===== src/rtl/weighted_5x5_image_blur_top_defines.svh =====
// Assertion macros used by the blur top level.
`ifndef WEIGHTED_5X5_IMAGE_BLUR_TOP_DEFINES_SVH
`define WEIGHTED_5X5_IMAGE_BLUR_TOP_DEFINES_SVH

// Same-cycle implication, sampled on i_clk, off while in reset.
`define GB_ASSERT_IMPL(lbl, ante, cons) \
    lbl: assert property (@(posedge i_clk) disable iff (!i_rst_n) (ante) |-> (cons)) \
        else $error("blur assertion failed");

// Next-cycle implication, sampled on i_clk, off while in reset.
`define GB_ASSERT_NEXT(lbl, ante, cons) \
    lbl: assert property (@(posedge i_clk) disable iff (!i_rst_n) (ante) |=> (cons)) \
        else $error("blur assertion failed");

`endif


===== src/rtl/gblur_ofifo.sv =====
// Small output queue that decouples the filter pipeline from the sink.
`default_nettype none
module gblur_ofifo #(
    parameter int WIDTH = 8,
    parameter int DEPTH = 8
) (
    input  wire logic                       i_clk,
    input  wire logic                       i_rst_n,
    input  wire logic                       i_wr,
    input  wire logic [WIDTH-1:0]           i_wdata,
    output logic                            o_rvalid,
    input  wire logic                       i_rready,
    output logic      [WIDTH-1:0]           o_rdata,
    output logic      [$clog2(DEPTH+1)-1:0] o_cnt
);
    localparam int AW = $clog2(DEPTH);
    localparam int NW = $clog2(DEPTH + 1);

    logic [WIDTH-1:0] r_q [DEPTH];
    logic [AW-1:0]    r_wp, r_rp;
    logic [NW-1:0]    r_cnt;
    logic             pop;

    assign pop = (r_cnt != '0) && i_rready;

    always_ff @(posedge i_clk) begin
        if (!i_rst_n) begin
            r_wp  <= '0;
            r_rp  <= '0;
            r_cnt <= '0;
        end else begin
            if (i_wr) begin
                r_wp <= AW'((32'(r_wp) + 1) % DEPTH);
            end
            if (pop) begin
                r_rp <= AW'((32'(r_rp) + 1) % DEPTH);
            end
            r_cnt <= r_cnt + NW'(i_wr) - NW'(pop);
        end
    end

    always_ff @(posedge i_clk) begin
        if (i_wr) begin
            r_q[r_wp] <= i_wdata;
        end
    end

    assign o_rvalid = (r_cnt != '0);
    assign o_rdata  = r_q[r_rp];
    assign o_cnt    = r_cnt;
endmodule
`default_nettype wire


===== config.mk =====
export PLATFORM = sky130hd
export DESIGN_NAME = gblur_ofifo
export DESIGN_NICKNAME = d
export VERILOG_FILES = /design/src/rtl/weighted_5x5_image_blur_top_defines.svh /design/src/rtl/gblur_ofifo.sv
export SDC_FILE = /design/constraint.sdc
export NUM_CORES = 1
export LEC_CHECK = 0
export BUFFER_PORTS_ARGS = -buffer_cell sky130_fd_sc_hd__buf_2
export CORE_MARGIN = 2
export CORE_UTILIZATION = 50
export DETAILED_ROUTE_END_ITERATION = 6
export GPL_TIMING_DRIVEN = 1
export MAX_ROUTING_LAYER = met4
export PLACE_DENSITY = 0.65
export SYNTH_ARGS = -nofsm -noshare
export SYNTH_HDL_FRONTEND = slang
export SYNTH_SLANG_ARGS = --single-unit

===== constraint.sdc =====
create_clock -name i_clk -period 2.4 [get_ports i_clk]
set_input_delay 0.12 -clock i_clk [delete_from_list [all_inputs] [get_ports i_clk]]
set_output_delay 0.12 -clock i_clk [all_outputs]
set_load 0.02 [all_outputs]

# Word level (Yosys, flattened, before mapping)
# Memories as Yosys holds them, arrays and structs flattened. A register that Yosys moved wholly into a read port is not among the register bits.
# Index checks and enable logic that the tools add are counted.
# word_totals
reg_bits	10
ramBits	64
input_bits	12
out_inout_bits	13
elab_cells	14
memories	1
# mem_list
name	words	width	rd	rd_ports_with_merged_regs	write_ports	line	source
r_q	8	8	1	1	1	gblur_ofifo.sv:19	logic [WIDTH-1:0] r_q [DEPTH];
# op_classes
addsub	4
muxes	4
reduce_logical	2
# op_table
cell	count
$add 3x1->3 const B	2
$mux 3	2
$add 4x1->4	1
$reduce_bool 4->1	1
$sub 4x1->4	1
$mux 1	2
$logic_and 1x1->1	1

# Logic depth before layout (Yosys ltp)
# Gate-level depths: netlist of run 1.
# depth
depth_word	4
depth_mapped	10
ltp_nobuf	10

# Least setup slack after synthesis of run 1
# Ideal clock, no wire load.
# synth_path
path_type	reg2reg
start	register r_cnt[2] (netlist: o_cnt[2])
end	register r_cnt[3] (netlist: o_cnt[3])
setup_time_ns	0.072
arrival_ns	2.221
t_required_ns	2.328
setup_slack_ns	0.107
path_stages_with_launch	10
path_buffers	0
synth_period_minus_slack_ns	2.293
path_cell_list	dfxtp_1 > inv_1 > ha_1 > or3b_2 > nand2_1 > or2_2 > ha_1 > a21o_1 > a21oi_1 > mux2i_1
# synth_via
elab_chain_cells	3
elab_cells_between_ends	4
classes_between	add/sub (2); reduce/logical (2)
# synth_rtl
element	line	source
start: declaration	gblur_ofifo.sv:21	logic [NW-1:0] r_cnt;
start signal: assignment	gblur_ofifo.sv:38	r_cnt <= r_cnt + NW'(i_wr) - NW'(pop);
$reduce_bool 4->1	n/a	
via o_rvalid	gblur_ofifo.sv:11	output logic o_rvalid,
$logic_and 1x1->1	gblur_ofifo.sv:24	assign pop = (r_cnt != '0) && i_rready;
$sub 4x1->4	gblur_ofifo.sv:38	
# The timed path passes the listed nets, and every way through them passes these cells.
# A chain may end at the register's enable or synchronous reset.

# Final worst setup path of run 1
# layout_path
start	register r_cnt[2] (netlist: o_cnt[2])
end	register r_cnt[2] (netlist: o_cnt[2])
# layout_via
elab_chain_cells	3
elab_cells_between_ends	4
classes_between	add/sub (2); reduce/logical (2)
# layout_rtl
element	line
branches (longest 2 deep; another with $add 4x1->4)	n/a
$sub 4x1->4 *	gblur_ofifo.sv:38
# Every way passes the cells marked *.

==> impl_metrics.csv, run 1 <==
group,metric,value,unit
routing,drt_first_pass_iters,6,
clocking,cts_tree,"done",
routing,routed_wirelength,5370,um
routing,ant_nets,0,
floorplanning,dieWidth,83.3,um
timing,skew,6.25,ps
yosys,synth_ff_type,"edfxtp_1",
power_and_ir_drop,p_switching,835,uW
clocking,clockRootBuffer,"clkbuf_8",
power_and_ir_drop,comb_power_share,21.9,%
timing,fin_crit,2140,ps
timing,timing.final.crit_share,89.2,%
power_and_ir_drop,p_int,2350,uW
yosys,synth.distinct_cells,27,
yosys,netlist.area_leader.share,61.2,%
final_layout,most-common-layout-cells,"edfxtp_1, buf_2, mux4_1",
timing,rsz0062_at_grt,"no",
yosys,syn-num-nets,184,
status,status,"complete, no violations",
timing,fin_tns_setup,0,ps
final_layout,drive_above_1_share,26.8,%
power_and_ir_drop,p_leak,0.00130,uW
setup_path,required,2640,ps
placement,dp_hpwl,3460,um
power_and_ir_drop,power_density,894,nW/um^2
final_layout,final_nets,223,
timing,hold_ws,53.1,ps
routing,drt_iter0_drc,88,
final_layout,area_delta_synth_final,13.3,%
timing,worst_pin_slew,732,ps
yosys,synth_area,3140,um^2
yosys,avgSynthCellArea,19.0,um^2
yosys,ys_seq_area_share,69.5,%
floorplanning,core,5990,um^2
setup_path,end_kind,"flip-flop",
timing,max_freq,467,MHz
global_route,grt_start_max_net_pins,17,
global_route,grt_first_pass_wirelength,8510,um
yosys,yosysTopAreaCell,"edfxtp_1",
floorplanning,ios,25,
clocking,cts_inserted_buffers,9,
placement,io_buffers,24,
timing,setup_viol,0,
global_route,first_global_vias,1649,
placement,gp_congestion,0.767,
routing,drc,0,
setup_path,start_kind,"flip-flop",
yosys,ys_warn_count,0,
routing,dr_total_vias,1558,
floorplanning,rows,28,
power_and_ir_drop,switching_share,26.2,%
setup_path,cpMaxStageDelayCell,"or3b_2",
setup_path,cp.arrival,2380,ps
setup_path,critical_path_class,"flip-flop to flip-flop",
yosys,syn_inst,165,
clocking,cts.repair.resized,0,
clocking,clkTransAtPathRegs,70,ps
power_and_ir_drop,finalPower,3180,uW
timing,slew-limit-headroom,51.1,%
power_and_ir_drop,clkPwrFrac,28.0,%
timing,hold_viol,0,
yosys,ys_top_cells_by_area,"edfxtp_1, mux4_1, dfxtp_1, mux2i_1, mux2_2",
final_layout,n_antenna_cell,0,
yosys,synthArstFlopShare,0,%
setup_path,crit_chain,"inv_1 > ha_1 > or3b_2 > nand2_1 > buf_4 > nor2_1 > fa_1 > xnor2_1 > and2_1",
power_and_ir_drop,vdd_drop_max,0.000569,V
final_layout,stdcell_area,3560,um^2
global_route,grt-ovfl-total,0,
clocking,clkLatencyLatePin,340,ps
setup_path,max_stage_delay,480,ps
final_layout,nFillCells,461,
final_layout,final_common_cell,"edfxtp_1",
flow_run,maxCapViolCount,0,
clocking,clockBufferDepth,2,
floorplanning,start_util,52.4,%
global_route,track_usage,17.2,%
yosys,synth_edf_count,64,
routing,routedWlPerCell,18.9,um
routing,vias_per_cell,5.49,
worst_hold_path,hold_path.class,"input pin to flip-flop",
timing,final-max-slew-violation-count,0,
yosys,ys_ff_latch,77,
power_and_ir_drop,p_seq_share,50.1,%
setup_path,crit_fanout,5,
clocking,post_cts_buffers,0,
global_route,antenna_found_initial,0,
clocking,clkSinkCount,77,
placement,placed_area,3380,um^2
floorplanning,die-area,6930,um^2
clocking,hold_buffers,0,
clocking,htree_levels,3,
floorplanning,die_h,83.3,um
==> synthesized netlist by cell type, types with 2 or more instances <==
cell type  instances
edfxtp_1          64
nor2b_1            2
clkbuf_1           2
nor2_1             7
mux4_1            15
nand2b_1           6
xnor2_1            2
mux2i_1            9
nor3_1             2
dfxtp_1           13
inv_1              4
nand2_1            9
mux2_2             8
and2_1             4
ha_1               6
==> through the flow <==
step	cells	util [%]	worst slack (ps)
floorplan	165	-	107
global placement	268	56.5	360
detailed placement	268	56.5	283
CTS	284	59.4	242
global route	284	59.4	140
finish	284	59.4	260
==> logic make-up (layout without fill, tap and decap cells) <==
logic type      after synthesis  after routing  synth area share, %
flops                        77             77                 69.5
mux                          33             33                 19.0
simple gates                 33             33                 5.26
buf+inv                      10             54                 1.99
fa+ha+maj                     7              7                 3.03
xor+xnor                      3              3                0.837
compound gates                2              2                0.398
==> path summary, 6_finish.rpt <==
kind / depth (start not counted) / start / end / slack (ps)
setup / recovery: 9 / o_cnt[2] / o_cnt[2] / 260
hold / removal: 1 / i_wdata[4] / r_q[5][4] / 50
setup reg to reg: 9 / o_cnt[2] / o_cnt[2] / 260
hold reg to reg: 2 / r_rp[2] / r_rp[2] / 490
==> layer usage <==
| metal | GRT usage (%) | vias to the layer above | routed length, um |
|---|---|---|---|
| met5 | - | - | 0 |
| met4 | 8.49 | 0 | 57 |
| met3 | 3.88 | 6 | 175 |
| met2 | 27.6 | 34 | 2730 |
| met1 | 20.7 | 791 | 2400 |
| li1 | - | 727 | - |
==> worst max-delay path: cells and delay by family, from the launching register on <==
family / cells / cell delay, ps
adders and majority gates: 2 / 550
DFF: 1 / 310
and+or+nand+nor: 4 / 810
xor gates and xnor gates: 1 / 140
buffers and inverters: 2 / 230
==> power by group through the flow <==
stage	Clock [uW]	Combinational (uW)	Sequential, uW
final	891	697	1590
after detailed placement	0	707	1630
after floorplan	0	514	1620
after global placement	0	670	1620
after CTS	913	709	1600
after global routing	975	766	1610
==> state kept, by name (all words and copies together) (netlist names), named ones only <==
name	cells
o_cnt	4
r_q	64
r_wp	3
r_rp	3
==> area by class of cell <==
| cell class | instances | area (um^2) | share of cell area [%] |
|---|---|---|---|
| repair buffers | 34 | 195 | 5.48 |
| clock buffers | 14 | 143 | 4.01 |
| well taps | 75 | 93.8 | 2.64 |
| inverters | 4 | 15.0 | 0.422 |
| multi-input cells | 78 | 896 | 25.2 |
| clock inverters | 2 | 35.0 | 0.984 |
| flip-flops and latches | 77 | 2180 | 61.3 |
Power figures use the tool's default switching activity.
==> run 2: changes to the inputs <==
--- a/config.mk
+++ b/config.mk
@@ -6,12 +6,12 @@
 export NUM_CORES = 1
 export LEC_CHECK = 0
 export BUFFER_PORTS_ARGS = -buffer_cell sky130_fd_sc_hd__buf_2
-export CORE_MARGIN = 2
 export CORE_UTILIZATION = 50
 export DETAILED_ROUTE_END_ITERATION = 6
 export GPL_TIMING_DRIVEN = 1
 export MAX_ROUTING_LAYER = met4
 export PLACE_DENSITY = 0.65
+export SKIP_LAST_GASP = 1
 export SYNTH_ARGS = -nofsm -noshare
 export SYNTH_HDL_FRONTEND = slang
 export SYNTH_SLANG_ARGS = --single-unit
==> impl_metrics.csv, run 2 (synthesized netlist as in run 1, its figures left out) <==
group,metric,value,unit
clocking,clockRootBuffer,"clkbuf_8",
clocking,clkTransAtPathRegs,80,ps
global_route,grt_start_max_net_pins,17,
placement,gp_congestion,0.701,
setup_path,crit_chain,"buf_4 > mux4_1 > mux2_2 > buf_2",
placement,placed_area,3380,um^2
routing,routedWlPerCell,18.2,um
timing,timing.final.crit_share,87.0,%
setup_path,end_kind,"primary output",
setup_path,required,2280,ps
timing,hold_viol,0,
final_layout,largest_register,"r_q",
power_and_ir_drop,p_leak,0.00134,uW
clocking,cts_tree,"done",
final_layout,drive_above_1_share,29.2,%
setup_path,critical_path_class,"flip-flop to primary output",
status,status,"complete, no violations",
flow_run,maxCapViolCount,0,
setup_path,r2r_slack,320,ps
timing,fin_tns_setup,0,ps
global_route,track_usage,18.5,%
power_and_ir_drop,vdd_drop_max,0.000727,V
timing,hold_ws,49.5,ps
routing,drt_first_pass_iters,4,
floorplanning,start_util,52.4,%
final_layout,n_antenna_cell,0,
timing,setup_viol,0,
placement,dp_hpwl,3430,um
clocking,cts_inserted_buffers,9,
placement,io_buffers,24,
global_route,first_global_vias,1562,
clocking,clockBufferDepth,2,
clocking,post_cts_buffers,0,
global_route,antenna_found_initial,0,
global_route,grt_first_pass_wirelength,8040,um
timing,fin_crit,2090,ps
routing,ant_nets,0,
timing,rsz0062_at_grt,"no",
setup_path,cp.arrival,1970,ps
global_route,grt-ovfl-total,0,
floorplanning,ios,25,
setup_path,cpMaxStageDelayCell,"mux4_1",
final_layout,largest_register_ffs,64,
setup_path,max_stage_delay,590,ps
clocking,htree_levels,3,
clocking,hold_buffers,0,
worst_hold_path,hold_path.class,"input pin to flip-flop",
timing,skew,7.86,ps
final_layout,final_common_cell,"edfxtp_1",
setup_path,start_kind,"flip-flop",
clocking,clkLatencyLatePin,340,ps
timing,final-max-slew-violation-count,0,
routing,routed_wirelength,5180,um
routing,dr_total_vias,1540,
clocking,clkSinkCount,77,
setup_path,crit_fanout,16,
final_layout,stdcell_area,3640,um^2
timing,worst_pin_slew,695,ps
floorplanning,core,5990,um^2
power_and_ir_drop,power_density,943,nW/um^2
timing,max_freq,479,MHz
floorplanning,dieWidth,81.3,um
routing,drc,0,
timing,slew-limit-headroom,53.6,%
final_layout,final_nets,223,
floorplanning,die-area,6600,um^2
routing,vias_per_cell,5.42,
final_layout,area_delta_synth_final,15.9,%
clocking,cts.repair.resized,0,
floorplanning,rows,28,
floorplanning,die_h,81.3,um
final_layout,most-common-layout-cells,"edfxtp_1, buf_2, mux4_1",
routing,drt_iter0_drc,112,
run 2: where the power goes:
part	internal (uW)	total [uW]	switching [uW]	leakage (uW)
clock network	698	1140	446	0.000131
logic	342	695	353	0.000519
registers	1520	1590	68.1	0.000688
total	2560	3430	867	0.00134
run 2: final cells by class:
type / count / area [um^2]
flip-flops and latches: 77 / 2180
fillers: 431 / 2350
clock buffers: 13 / 213
repair buffers: 34 / 195
inverters: 4 / 15.0
multi-input cells: 78 / 896
clock inverters: 3 / 43.8
well taps: 75 / 93.8
run 2: critical path: cells and delay by family, from the launching register on:
| kind | cells | cell delay, ps |
|---|---|---|
| muxes | 2 | 880 |
| buffers and inverters | 2 | 430 |
| DFF | 1 | 320 |
run 2: final timing paths:
path                   start         end  cells after the start
setup / recovery   flip-flop  o_rdata[6]                      4
hold / removal    i_wdata[5]   r_q[7][5]                      1
setup reg to reg    o_cnt[2]    o_cnt[1]                      9
hold reg to reg      r_rp[2]     r_rp[2]                      2
run 2: routing by layer:
metal	global-route usage (%)	vias up	share of wire, %
met5	-	-	0
met4	8.57	0	1.1
met3	4.72	6	4.3
met2	29.6	34	52
met1	22.1	770	43
li1	-	730	-
run 2: metrics by stage:
| stage | setup slack, ps | util [%] | total power, uW | instances |
|---|---|---|---|---|
| 2_1_floorplan | 107 | - | 2140 | 165 |
| 3_3_place_gp | 433 | 56.5 | 2280 | 268 |
| 3_5_place_dp | 318 | 56.5 | 2330 | 268 |
| 4_1_cts | 280 | 60.7 | 3460 | 284 |
| 5_1_grt | 194 | 60.7 | 3580 | 284 |
| 6_report | 311 | 60.7 | 3430 | 284 |
