## src/rtl/weighted_5x5_image_blur_top_defines.svh

```systemverilog
// Assertion macros used by the blur top level.
`ifndef WEIGHTED_5X5_IMAGE_BLUR_TOP_DEFINES_SVH
`define WEIGHTED_5X5_IMAGE_BLUR_TOP_DEFINES_SVH

// Same-cycle implication, sampled on i_clk, off while in reset.
`define GB_ASSERT_IMPL(lbl, ante, cons) \
    lbl: assert property (@(posedge i_clk) disable iff (!i_rst_n) (ante) |-> (cons)) \
        else $error("blur assertion failed");

// Next-cycle implication, sampled on i_clk, off while in reset.
`define GB_ASSERT_NEXT(lbl, ante, cons) \
    lbl: assert property (@(posedge i_clk) disable iff (!i_rst_n) (ante) |=> (cons)) \
        else $error("blur assertion failed");

`endif

```

## src/rtl/gblur_pkg.sv

```systemverilog
// Shared types, constants and helpers of the 5x5 weighted blur.
`default_nettype none
package gblur_pkg;

    localparam int MAX_WIDTH_DEF = 1024;
    localparam int MAX_HEIGHT    = 4096;
    localparam int MIN_DIM       = 5;
    localparam int WIN           = 5;
    localparam int LINES         = 4;
    localparam int CH_W          = 8;
    localparam int NUM_CH        = 3;
    localparam int PIX_W         = CH_W * NUM_CH;
    localparam int ROW_W         = $clog2(MAX_HEIGHT);
    localparam int HGT_W         = ROW_W + 1;
    localparam int DIM_W         = 14;

    // config register map
    localparam int CFG_W_BITS    = 11;
    localparam int CFG_H_BITS    = 13;
    localparam int CFG_DATA_W    = 13;
    localparam logic CFG_IDX_WIDTH  = 1'b0;
    localparam logic CFG_IDX_HEIGHT = 1'b1;
    localparam int RST_WIDTH     = 640;
    localparam int RST_HEIGHT    = 480;

    // weighted sum and divide by 51: q = (sum * 20561) >> 20, exact for sum < 2^14
    localparam int SUM_W         = 14;
    localparam int DIV_MULT      = 20561;
    localparam int DIV_MULT_W    = 15;
    localparam int DIV_SHIFT     = 20;
    localparam int PROD_W        = SUM_W + DIV_MULT_W;

    // output queue
    localparam int FIFO_DEPTH    = 8;
    localparam int FIFO_CW       = $clog2(FIFO_DEPTH + 1);
    localparam int PEND_W        = 3;

    // blur mask, row 0 is the oldest line, column 4 the newest pixel
    localparam logic [3:0] BLUR_MASK [WIN][WIN] = '{
        '{4'd1, 4'd1, 4'd2, 4'd1, 4'd1},
        '{4'd1, 4'd2, 4'd4, 4'd2, 4'd1},
        '{4'd1, 4'd4, 4'd8, 4'd4, 4'd2},
        '{4'd1, 4'd2, 4'd4, 4'd2, 4'd1},
        '{4'd1, 4'd1, 4'd2, 4'd1, 4'd1}
    };

    // one window column: rows oldest (0) to newest (4)
    typedef struct packed {
        logic                       vld;
        logic                       emit;
        logic                       fend;
        logic [WIN-1:0][PIX_W-1:0]  pix;
    } t_col;

    // filtered word headed for the output queue
    typedef struct packed {
        logic               vld;
        logic               fend;
        logic [PIX_W-1:0]   pix;
    } t_res;

    function automatic logic [DIM_W-1:0] clamp_dim(input logic [DIM_W-1:0] v,
                                                   input logic [DIM_W-1:0] hi);
        logic [DIM_W-1:0] res;
        res = v;
        if (v < DIM_W'(MIN_DIM)) begin
            res = DIM_W'(MIN_DIM);
        end else if (v > hi) begin
            res = hi;
        end
        return res;
    endfunction

endpackage
`default_nettype wire

```

## src/rtl/gblur_filt.sv

```systemverilog
// 5x5 window and the weighted sum / divide-by-51 pipeline.
`default_nettype none
module gblur_filt (
    input  wire logic                         i_clk,
    input  wire logic                         i_rst_n,
    input  wire gblur_pkg::t_col              i_col,
    output gblur_pkg::t_res                   o_res,
    output logic [gblur_pkg::PEND_W-1:0]      o_pend
);
    import gblur_pkg::*;

    logic [PIX_W-1:0]  r_win [WIN][WIN];
    logic              r_p2_vld, r_p3_vld, r_p4_vld, r_p5_vld;
    logic              r_p2_fend, r_p3_fend, r_p4_fend, r_p5_fend;
    logic [SUM_W-1:0]  r_rsum [NUM_CH][WIN];
    logic [SUM_W-1:0]  n_rsum [NUM_CH][WIN];
    logic [SUM_W-1:0]  r_tot  [NUM_CH];
    logic [SUM_W-1:0]  n_tot  [NUM_CH];
    logic [PROD_W-1:0] r_prod [NUM_CH];

    // valid flags of emitting words in flight
    always_ff @(posedge i_clk) begin
        if (!i_rst_n) begin
            r_p2_vld <= 1'b0;
            r_p3_vld <= 1'b0;
            r_p4_vld <= 1'b0;
            r_p5_vld <= 1'b0;
        end else begin
            r_p2_vld <= i_col.vld && i_col.emit;
            r_p3_vld <= r_p2_vld;
            r_p4_vld <= r_p3_vld;
            r_p5_vld <= r_p4_vld;
        end
    end

    // window shifts left on every word, new column enters on the right
    always_ff @(posedge i_clk) begin
        if (i_col.vld) begin
            for (int i = 0; i < WIN; i++) begin
                for (int j = 0; j < WIN - 1; j++) begin
                    r_win[i][j] <= r_win[i][j+1];
                end
                r_win[i][WIN-1] <= i_col.pix[i];
            end
        end
    end

    // weighted row sums per channel
    always_comb begin
        for (int c = 0; c < NUM_CH; c++) begin
            for (int i = 0; i < WIN; i++) begin
                n_rsum[c][i] = '0;
                for (int j = 0; j < WIN; j++) begin
                    n_rsum[c][i] = n_rsum[c][i] + SUM_W'(BLUR_MASK[i][j]) *
                                   SUM_W'(r_win[i][j][c*CH_W +: CH_W]);
                end
            end
        end
    end

    // add the five rows
    always_comb begin
        for (int c = 0; c < NUM_CH; c++) begin
            n_tot[c] = '0;
            for (int i = 0; i < WIN; i++) begin
                n_tot[c] = n_tot[c] + r_rsum[c][i];
            end
        end
    end

    always_ff @(posedge i_clk) begin
        r_p2_fend <= i_col.fend;
        r_p3_fend <= r_p2_fend;
        r_p4_fend <= r_p3_fend;
        r_p5_fend <= r_p4_fend;
        for (int c = 0; c < NUM_CH; c++) begin
            for (int i = 0; i < WIN; i++) begin
                r_rsum[c][i] <= n_rsum[c][i];
            end
            r_tot[c]  <= n_tot[c];
            // reciprocal multiply for the divide by 51
            r_prod[c] <= PROD_W'(r_tot[c]) * PROD_W'(DIV_MULT);
        end
    end

    always_comb begin
        o_res.vld  = r_p5_vld;
        o_res.fend = r_p5_fend;
        for (int c = 0; c < NUM_CH; c++) begin
            o_res.pix[c*CH_W +: CH_W] = r_prod[c][DIV_SHIFT +: CH_W];
        end
        o_pend = PEND_W'(r_p2_vld) + PEND_W'(r_p3_vld) +
                 PEND_W'(r_p4_vld) + PEND_W'(r_p5_vld);
    end
endmodule
`default_nettype wire

```

## config.mk

```make
export PLATFORM = sky130hd
export DESIGN_NAME = gblur_filt
export DESIGN_NICKNAME = d
export VERILOG_FILES = /design/src/rtl/weighted_5x5_image_blur_top_defines.svh /design/src/rtl/gblur_pkg.sv /design/src/rtl/gblur_filt.sv
export SDC_FILE = /design/constraint.sdc
export NUM_CORES = 2
export LEC_CHECK = 0
export ABC_CLOCK_PERIOD_IN_PS = 7200
export BUFFER_PORTS_ARGS = -buffer_cell sky130_fd_sc_hd__buf_2
export CAP_MARGIN = 25
export CORE_UTILIZATION = 55
export CTS_BUF_LIST = sky130_fd_sc_hd__clkbuf_8 sky130_fd_sc_hd__clkbuf_16
export CTS_CLUSTER_DIAMETER = 80
export CTS_CLUSTER_SIZE = 12
export DETAILED_ROUTE_END_ITERATION = 10
export PLACE_DENSITY = 0.72
export SETUP_SLACK_MARGIN = 0.4
export SYNTH_ARGS = -nofsm -noshare
export SYNTH_HDL_FRONTEND = slang
export SYNTH_SLANG_ARGS = --single-unit
```

## constraint.sdc

```tcl
create_clock -name i_clk -period 7.2 [get_ports i_clk]
set_clock_uncertainty 0.05 [all_clocks]
set_input_delay 1.08 -clock i_clk [delete_from_list [all_inputs] [get_ports i_clk]]
set_output_delay 1.08 -clock i_clk [all_outputs]
set_load 0.05 [all_outputs]
```

[Word-level counts from Yosys, hierarchy flattened]
Memory sizes are Yosys's and may differ from the RTL's.
Index checks and enable logic that the tools add are counted.
Word-level totals
  output and inout port bits: 29
  word-level logic and storage cells: 93
  memory bits (writable): 921
  memories: 4
  input bits: 125
  register bits: 8
Memories
  r_win: words 5, width 120, read ports 5, clocked after memory_dff 0, write ports 5, RTL line gblur_filt.sv:12  | logic [PIX_W-1:0] r_win [WIN][WIN];
  r_rsum: words 3, width 64, read ports 3, clocked after memory_dff 0, write ports 3, RTL line gblur_filt.sv:15  | logic [SUM_W-1:0] r_rsum [NUM_CH][WIN];
  r_prod: words 3, width 29, read ports 3, clocked after memory_dff 0, write ports 3, RTL line gblur_filt.sv:19  | logic [PROD_W-1:0] r_prod [NUM_CH];
  r_tot: words 3, width 14, read ports 3, clocked after memory_dff 0, write ports 3, RTL line gblur_filt.sv:17  | logic [SUM_W-1:0] r_tot [NUM_CH];
Operators by class
  multiplexer cells: 2
  reduce and logical (&&, ||, !) cells: 1
  $add $sub $neg: 75
  multiply operators: 3
Operator list (number)
  adder 14 bit: 12
  multiplier 14 x 15 -> 29 bit, second input constant: 3
  adder 12 x 8 -> 13 bit: 6
  adder 11 x 8 -> 12 bit: 6
  adder 11 x 9 -> 12 bit: 6
  adder 10 x 10 -> 11 bit: 6
  adder 10 x 8 -> 11 bit: 6
  adder 8 x 9 -> 10 bit: 6
  adder 9 x 9 -> 10 bit: 6
  adder 8 x 8 -> 9 bit: 6
  adder 13 x 9 -> 14 bit: 3
  adder 12 x 10 -> 13 bit: 3
  adder 11 x 11 -> 12 bit: 3
  adder 8 x 10 -> 11 bit: 3
  adder 2 x 1 -> 3 bit: 1
  adder 3 x 1 -> 3 bit: 1
  adder 1 x 1 -> 2 bit: 1
  2-to-1 mux 1 bit: 2
  logical AND 1 bit: 1

[Longest topological paths before layout]
An unclocked memory read counts as a cell.
  word-level depth: 5
  depth in mapped cells: 17
  depth with buffers taken out: 17

[Worst setup path before layout]
Ideal clock, no wire load.
  path kind: register to register
  start point: mem r_tot[1][13], in the netlist r_tot[0][27]
  end point: mem r_prod[0][54] (netlist bit)
  stages on the path, launching flop included: 18
  arrival time: 3.925 ns
  setup time: 0.122 ns
  clock period less this slack: 4.097 ns
  buffers on the path: 0
  required time: 7.028 ns
  path slack: 3.103 ns
  path through: dfxtp_1 > ha_1 > inv_1 > fa_1 > inv_1 > fa_1 > inv_1 > fa_1 > inv_1 > fa_1 > ha_1 > a21oi_1 > o22ai_1 > o21ai_0 > o211ai_2 > o31ai_4 > nor2b_1 > o311a_1
RTL lines (RTL line)
  start: declaration: gblur_filt.sv:17
  end: declaration: gblur_filt.sv:19

==> flow_summary.toml <==
[place]
io_buffers = 153
place.gp.congestion = 0.882
dp_hpwl_um = 57600
preCtsSetupSlack_ns = 2.78

[setup_path]
cp_slowest_cell = "fa_1"
r2r_cells = 17
endpoint = "r_prod[0][54]$_DFF_P_"
crit_type = "reg2reg"
cp.depth = 17
timing.critical_path.from = "r_tot[0][27]$_DFF_P_"
r2r-start = "r_tot[0][27]$_DFF_P_"
worstSetupStartpointType = "register"
cp_max_fo = 4
slowest_delay_ns = 0.47
cp_top_family = "adder cells"
path_buf_inv = 4
worst_setup_path_end_kind = "register"
cp.arrival_ns = 4.91
regToRegEndpoint = "r_prod[0][54]$_DFF_P_"
reg2reg_slack_ns = 2.75
cp_cell_sequence = "ha_1 -> inv_1 -> fa_1 -> inv_1 -> fa_1 -> inv_1 -> fa_1 -> inv_1 -> fa_1 -> ha_1 -> a21oi_1 -> o22ai_1 -> o21ai_0 -> o211ai_2 -> o31ai_4 -> nor2b_1 -> o311a_1"
cp.required_ns = 7.66

[yosys]
synthCells = 2971
synth_area_per_cell_um2 = 15.3
synth_fp_nets = 4113
ys_types = 60
synth_top_area_share_pct = 39.7
synth.top_cells.by_count = "edfxtp_1 (600), ha_1 (512), fa_1 (505), inv_1 (426), dfxtp_1 (251)"
synth_area_leader_cell = "edfxtp_1"
async_flop_share_pct = 0
synth.area.top_cells = "edfxtp_1 (40%), fa_1 (22%), ha_1 (14%)"
synth_flop_cell = "edfxtp_1"
ys_warn_count = 0
synth.most_common_cell = "edfxtp_1"
ys_ff_latch = 851
ys_seq_area_share_pct = 50.7
netlist_area_mm2 = 0.0454
synth_edf_count = 600

[finish]
fillers = 6067
areaGrowthSynthToFinish_pct = 10.5
nets = 4355
final_layout_size_suffix_gt1_share_pct = 8.25

[timing]
tightest_slew_ns = 1.08
fin_ws_ns = 2.75
layout_min_cycle_time_ns = 4.45
hold_viol = 0
setup_tns_ns = 0
max_freq_mhz = 225
slew_violations = 0
rsz0062_at_grt = "no"
fin_crit_sh_pct = 61.9
setup-violations-final = 0
whs_ns = 0.276
slew_headroom_pct = 28.2

[global_routing]
antenna_found_initial = 6
grt_max_degree = 188
grt_pass1_vias = 24575
grt_usage_pct = 18.9
grt_pass1_wl_um = 124000
gr-total-overflow = 0

[route]
vias_per_cell = 5.13
dr.first_iter.drc_count = 1104
dr.pass1.iters = 5
num_vias = 22352
ant_nets = 0
wl_um = 75500
drc = 0
wire_per_inst_um = 17.3

[floorplan]
core-area_mm2 = 0.0818
start_util_pct = 55.5
die_h_um = 289
io_pins = 154
die_w_um = 289
rows = 105
die_area_mm2 = 0.0837

[clock_network]
cts.reportedPaths.clkPinSlew_ns = 0.07
cts_sinks = 851
clock_path_buffers = 3
ctsResizeCount = 0
worstSkewPairLatency_ns = 0.65
clockRootBuffer = "clkbuf_16"
cts_made_buffers = 84
postCtsHoldBufs = 0
postCtsSetupBuffers = 0
cts_tree = "yes"
cts-htree-levels = 3

[hold_path]
worstHoldStart = "r_p3_fend$_DFF_P_"
hold_path.class = "reg2reg"

[run_status]
status = "completed"

[job]
maxCapViolations = 0
==> placed cells by master (no fill, tap or decap), types with 9 or more instances in the layout <==
cell	instances
o21a_1	9
edfxtp_1	600
xnor2_1	99
fa_1	505
nor2_1	72
nor2b_1	22
dfxtp_1	251
a21boi_0	17
a21oi_1	99
nand2_1	54
and3_1	11
nand2b_1	21
a21o_1	44
buf_2	152
o21bai_1	10
inv_1	485
clkbuf_16	86
nand3_1	14
o21ai_0	87
xor2_1	32
ha_1	512
==> worst reg2reg max path, cell delays in order, from the launching register on <==
cell and delay, ns:
dfxtp_1 0.37, ha_1 0.30, inv_1 0.05, fa_1 0.47, inv_1 0.05, fa_1 0.35
inv_1 0.08, fa_1 0.41, inv_1 0.08, fa_1 0.41, ha_1 0.31, a21oi_1 0.19
o22ai_1 0.09, o21ai_0 0.24, o211ai_2 0.22, o31ai_4 0.29, nor2b_1 0.08, o311a_1 0.29
==> layer usage <==
| layer | vias up | routed length [um] | GRT usage (%) |
|---|---|---|---|
| met4 | 2 | 1740 | 5.01 |
| met2 | 343 | 38000 | 32.6 |
| li1 | 10638 | - | - |
| met1 | 11252 | 33200 | 25.1 |
| met3 | 117 | 2610 | 2.81 |
| met5 | - | 11 | 0 |
==> flip-flops by register name, indices dropped and copies added (netlist names) <==
| signal | flops |
|---|---|
| r_p2_fend | 1 |
| r_p2_vld | 1 |
| r_p3_fend | 1 |
| r_p3_vld | 1 |
| r_p4_fend | 1 |
| r_p4_vld | 1 |
| r_p5_fend | 1 |
| r_p5_vld | 1 |
| r_prod | 24 |
| r_rsum | 177 |
| r_tot | 42 |
| r_win | 600 |
==> worst min path at each step <==
stage                                       end  slack, ns  depth (start not counted)
after CTS                 r_rsum[2][25]$_DFF_P_       0.28                          0
after floorplan               r_p3_fend$_DFF_P_       0.26                          0
after global routing          r_p4_fend$_DFF_P_       0.30                          0
after global placement        r_p5_fend$_DFF_P_       0.26                          0
final                         r_p4_fend$_DFF_P_       0.28                          0
after detailed placement      r_p5_fend$_DFF_P_       0.26                          0
==> cell type report <==
cell class	instances	area, um2	area share, %
diodes	1	2.50	0.00499
clock buffers	87	2170	4.32
clock inverters	71	429	0.855
inverters	426	1600	3.19
multi-input cells	1692	20800	41.4
flip-flops and latches	851	23000	45.9
well taps	1070	1340	2.67
repair buffers	158	838	1.67
==> cell families after synthesis <==
| logic type | count (synthesis) | synth area share [%] |
|---|---|---|
| xor gates and xnor gates | 131 | 2.53 |
| muxes | 1 | 0.0220 |
| AOI/OAI and AO/OA | 316 | 4.38 |
| DFF | 851 | 50.7 |
| buffers and inverters | 428 | 3.55 |
| adders and majority gates | 1017 | 36.4 |
| and+or+nand+nor | 227 | 2.41 |
==> through the flow <==
stage	cell area, um2	cells	utilization (%)
after CTS	50200	4355	61.3
after global placement	47600	4197	58.1
after global routing	50200	4355	61.3
after floorplan	45400	2971	-
final	50200	4356	61.3
after detailed placement	47600	4197	58.1
Power is not shown: default switching activity piles up to over one toggle a cycle in this logic, so the estimate is an artifact.
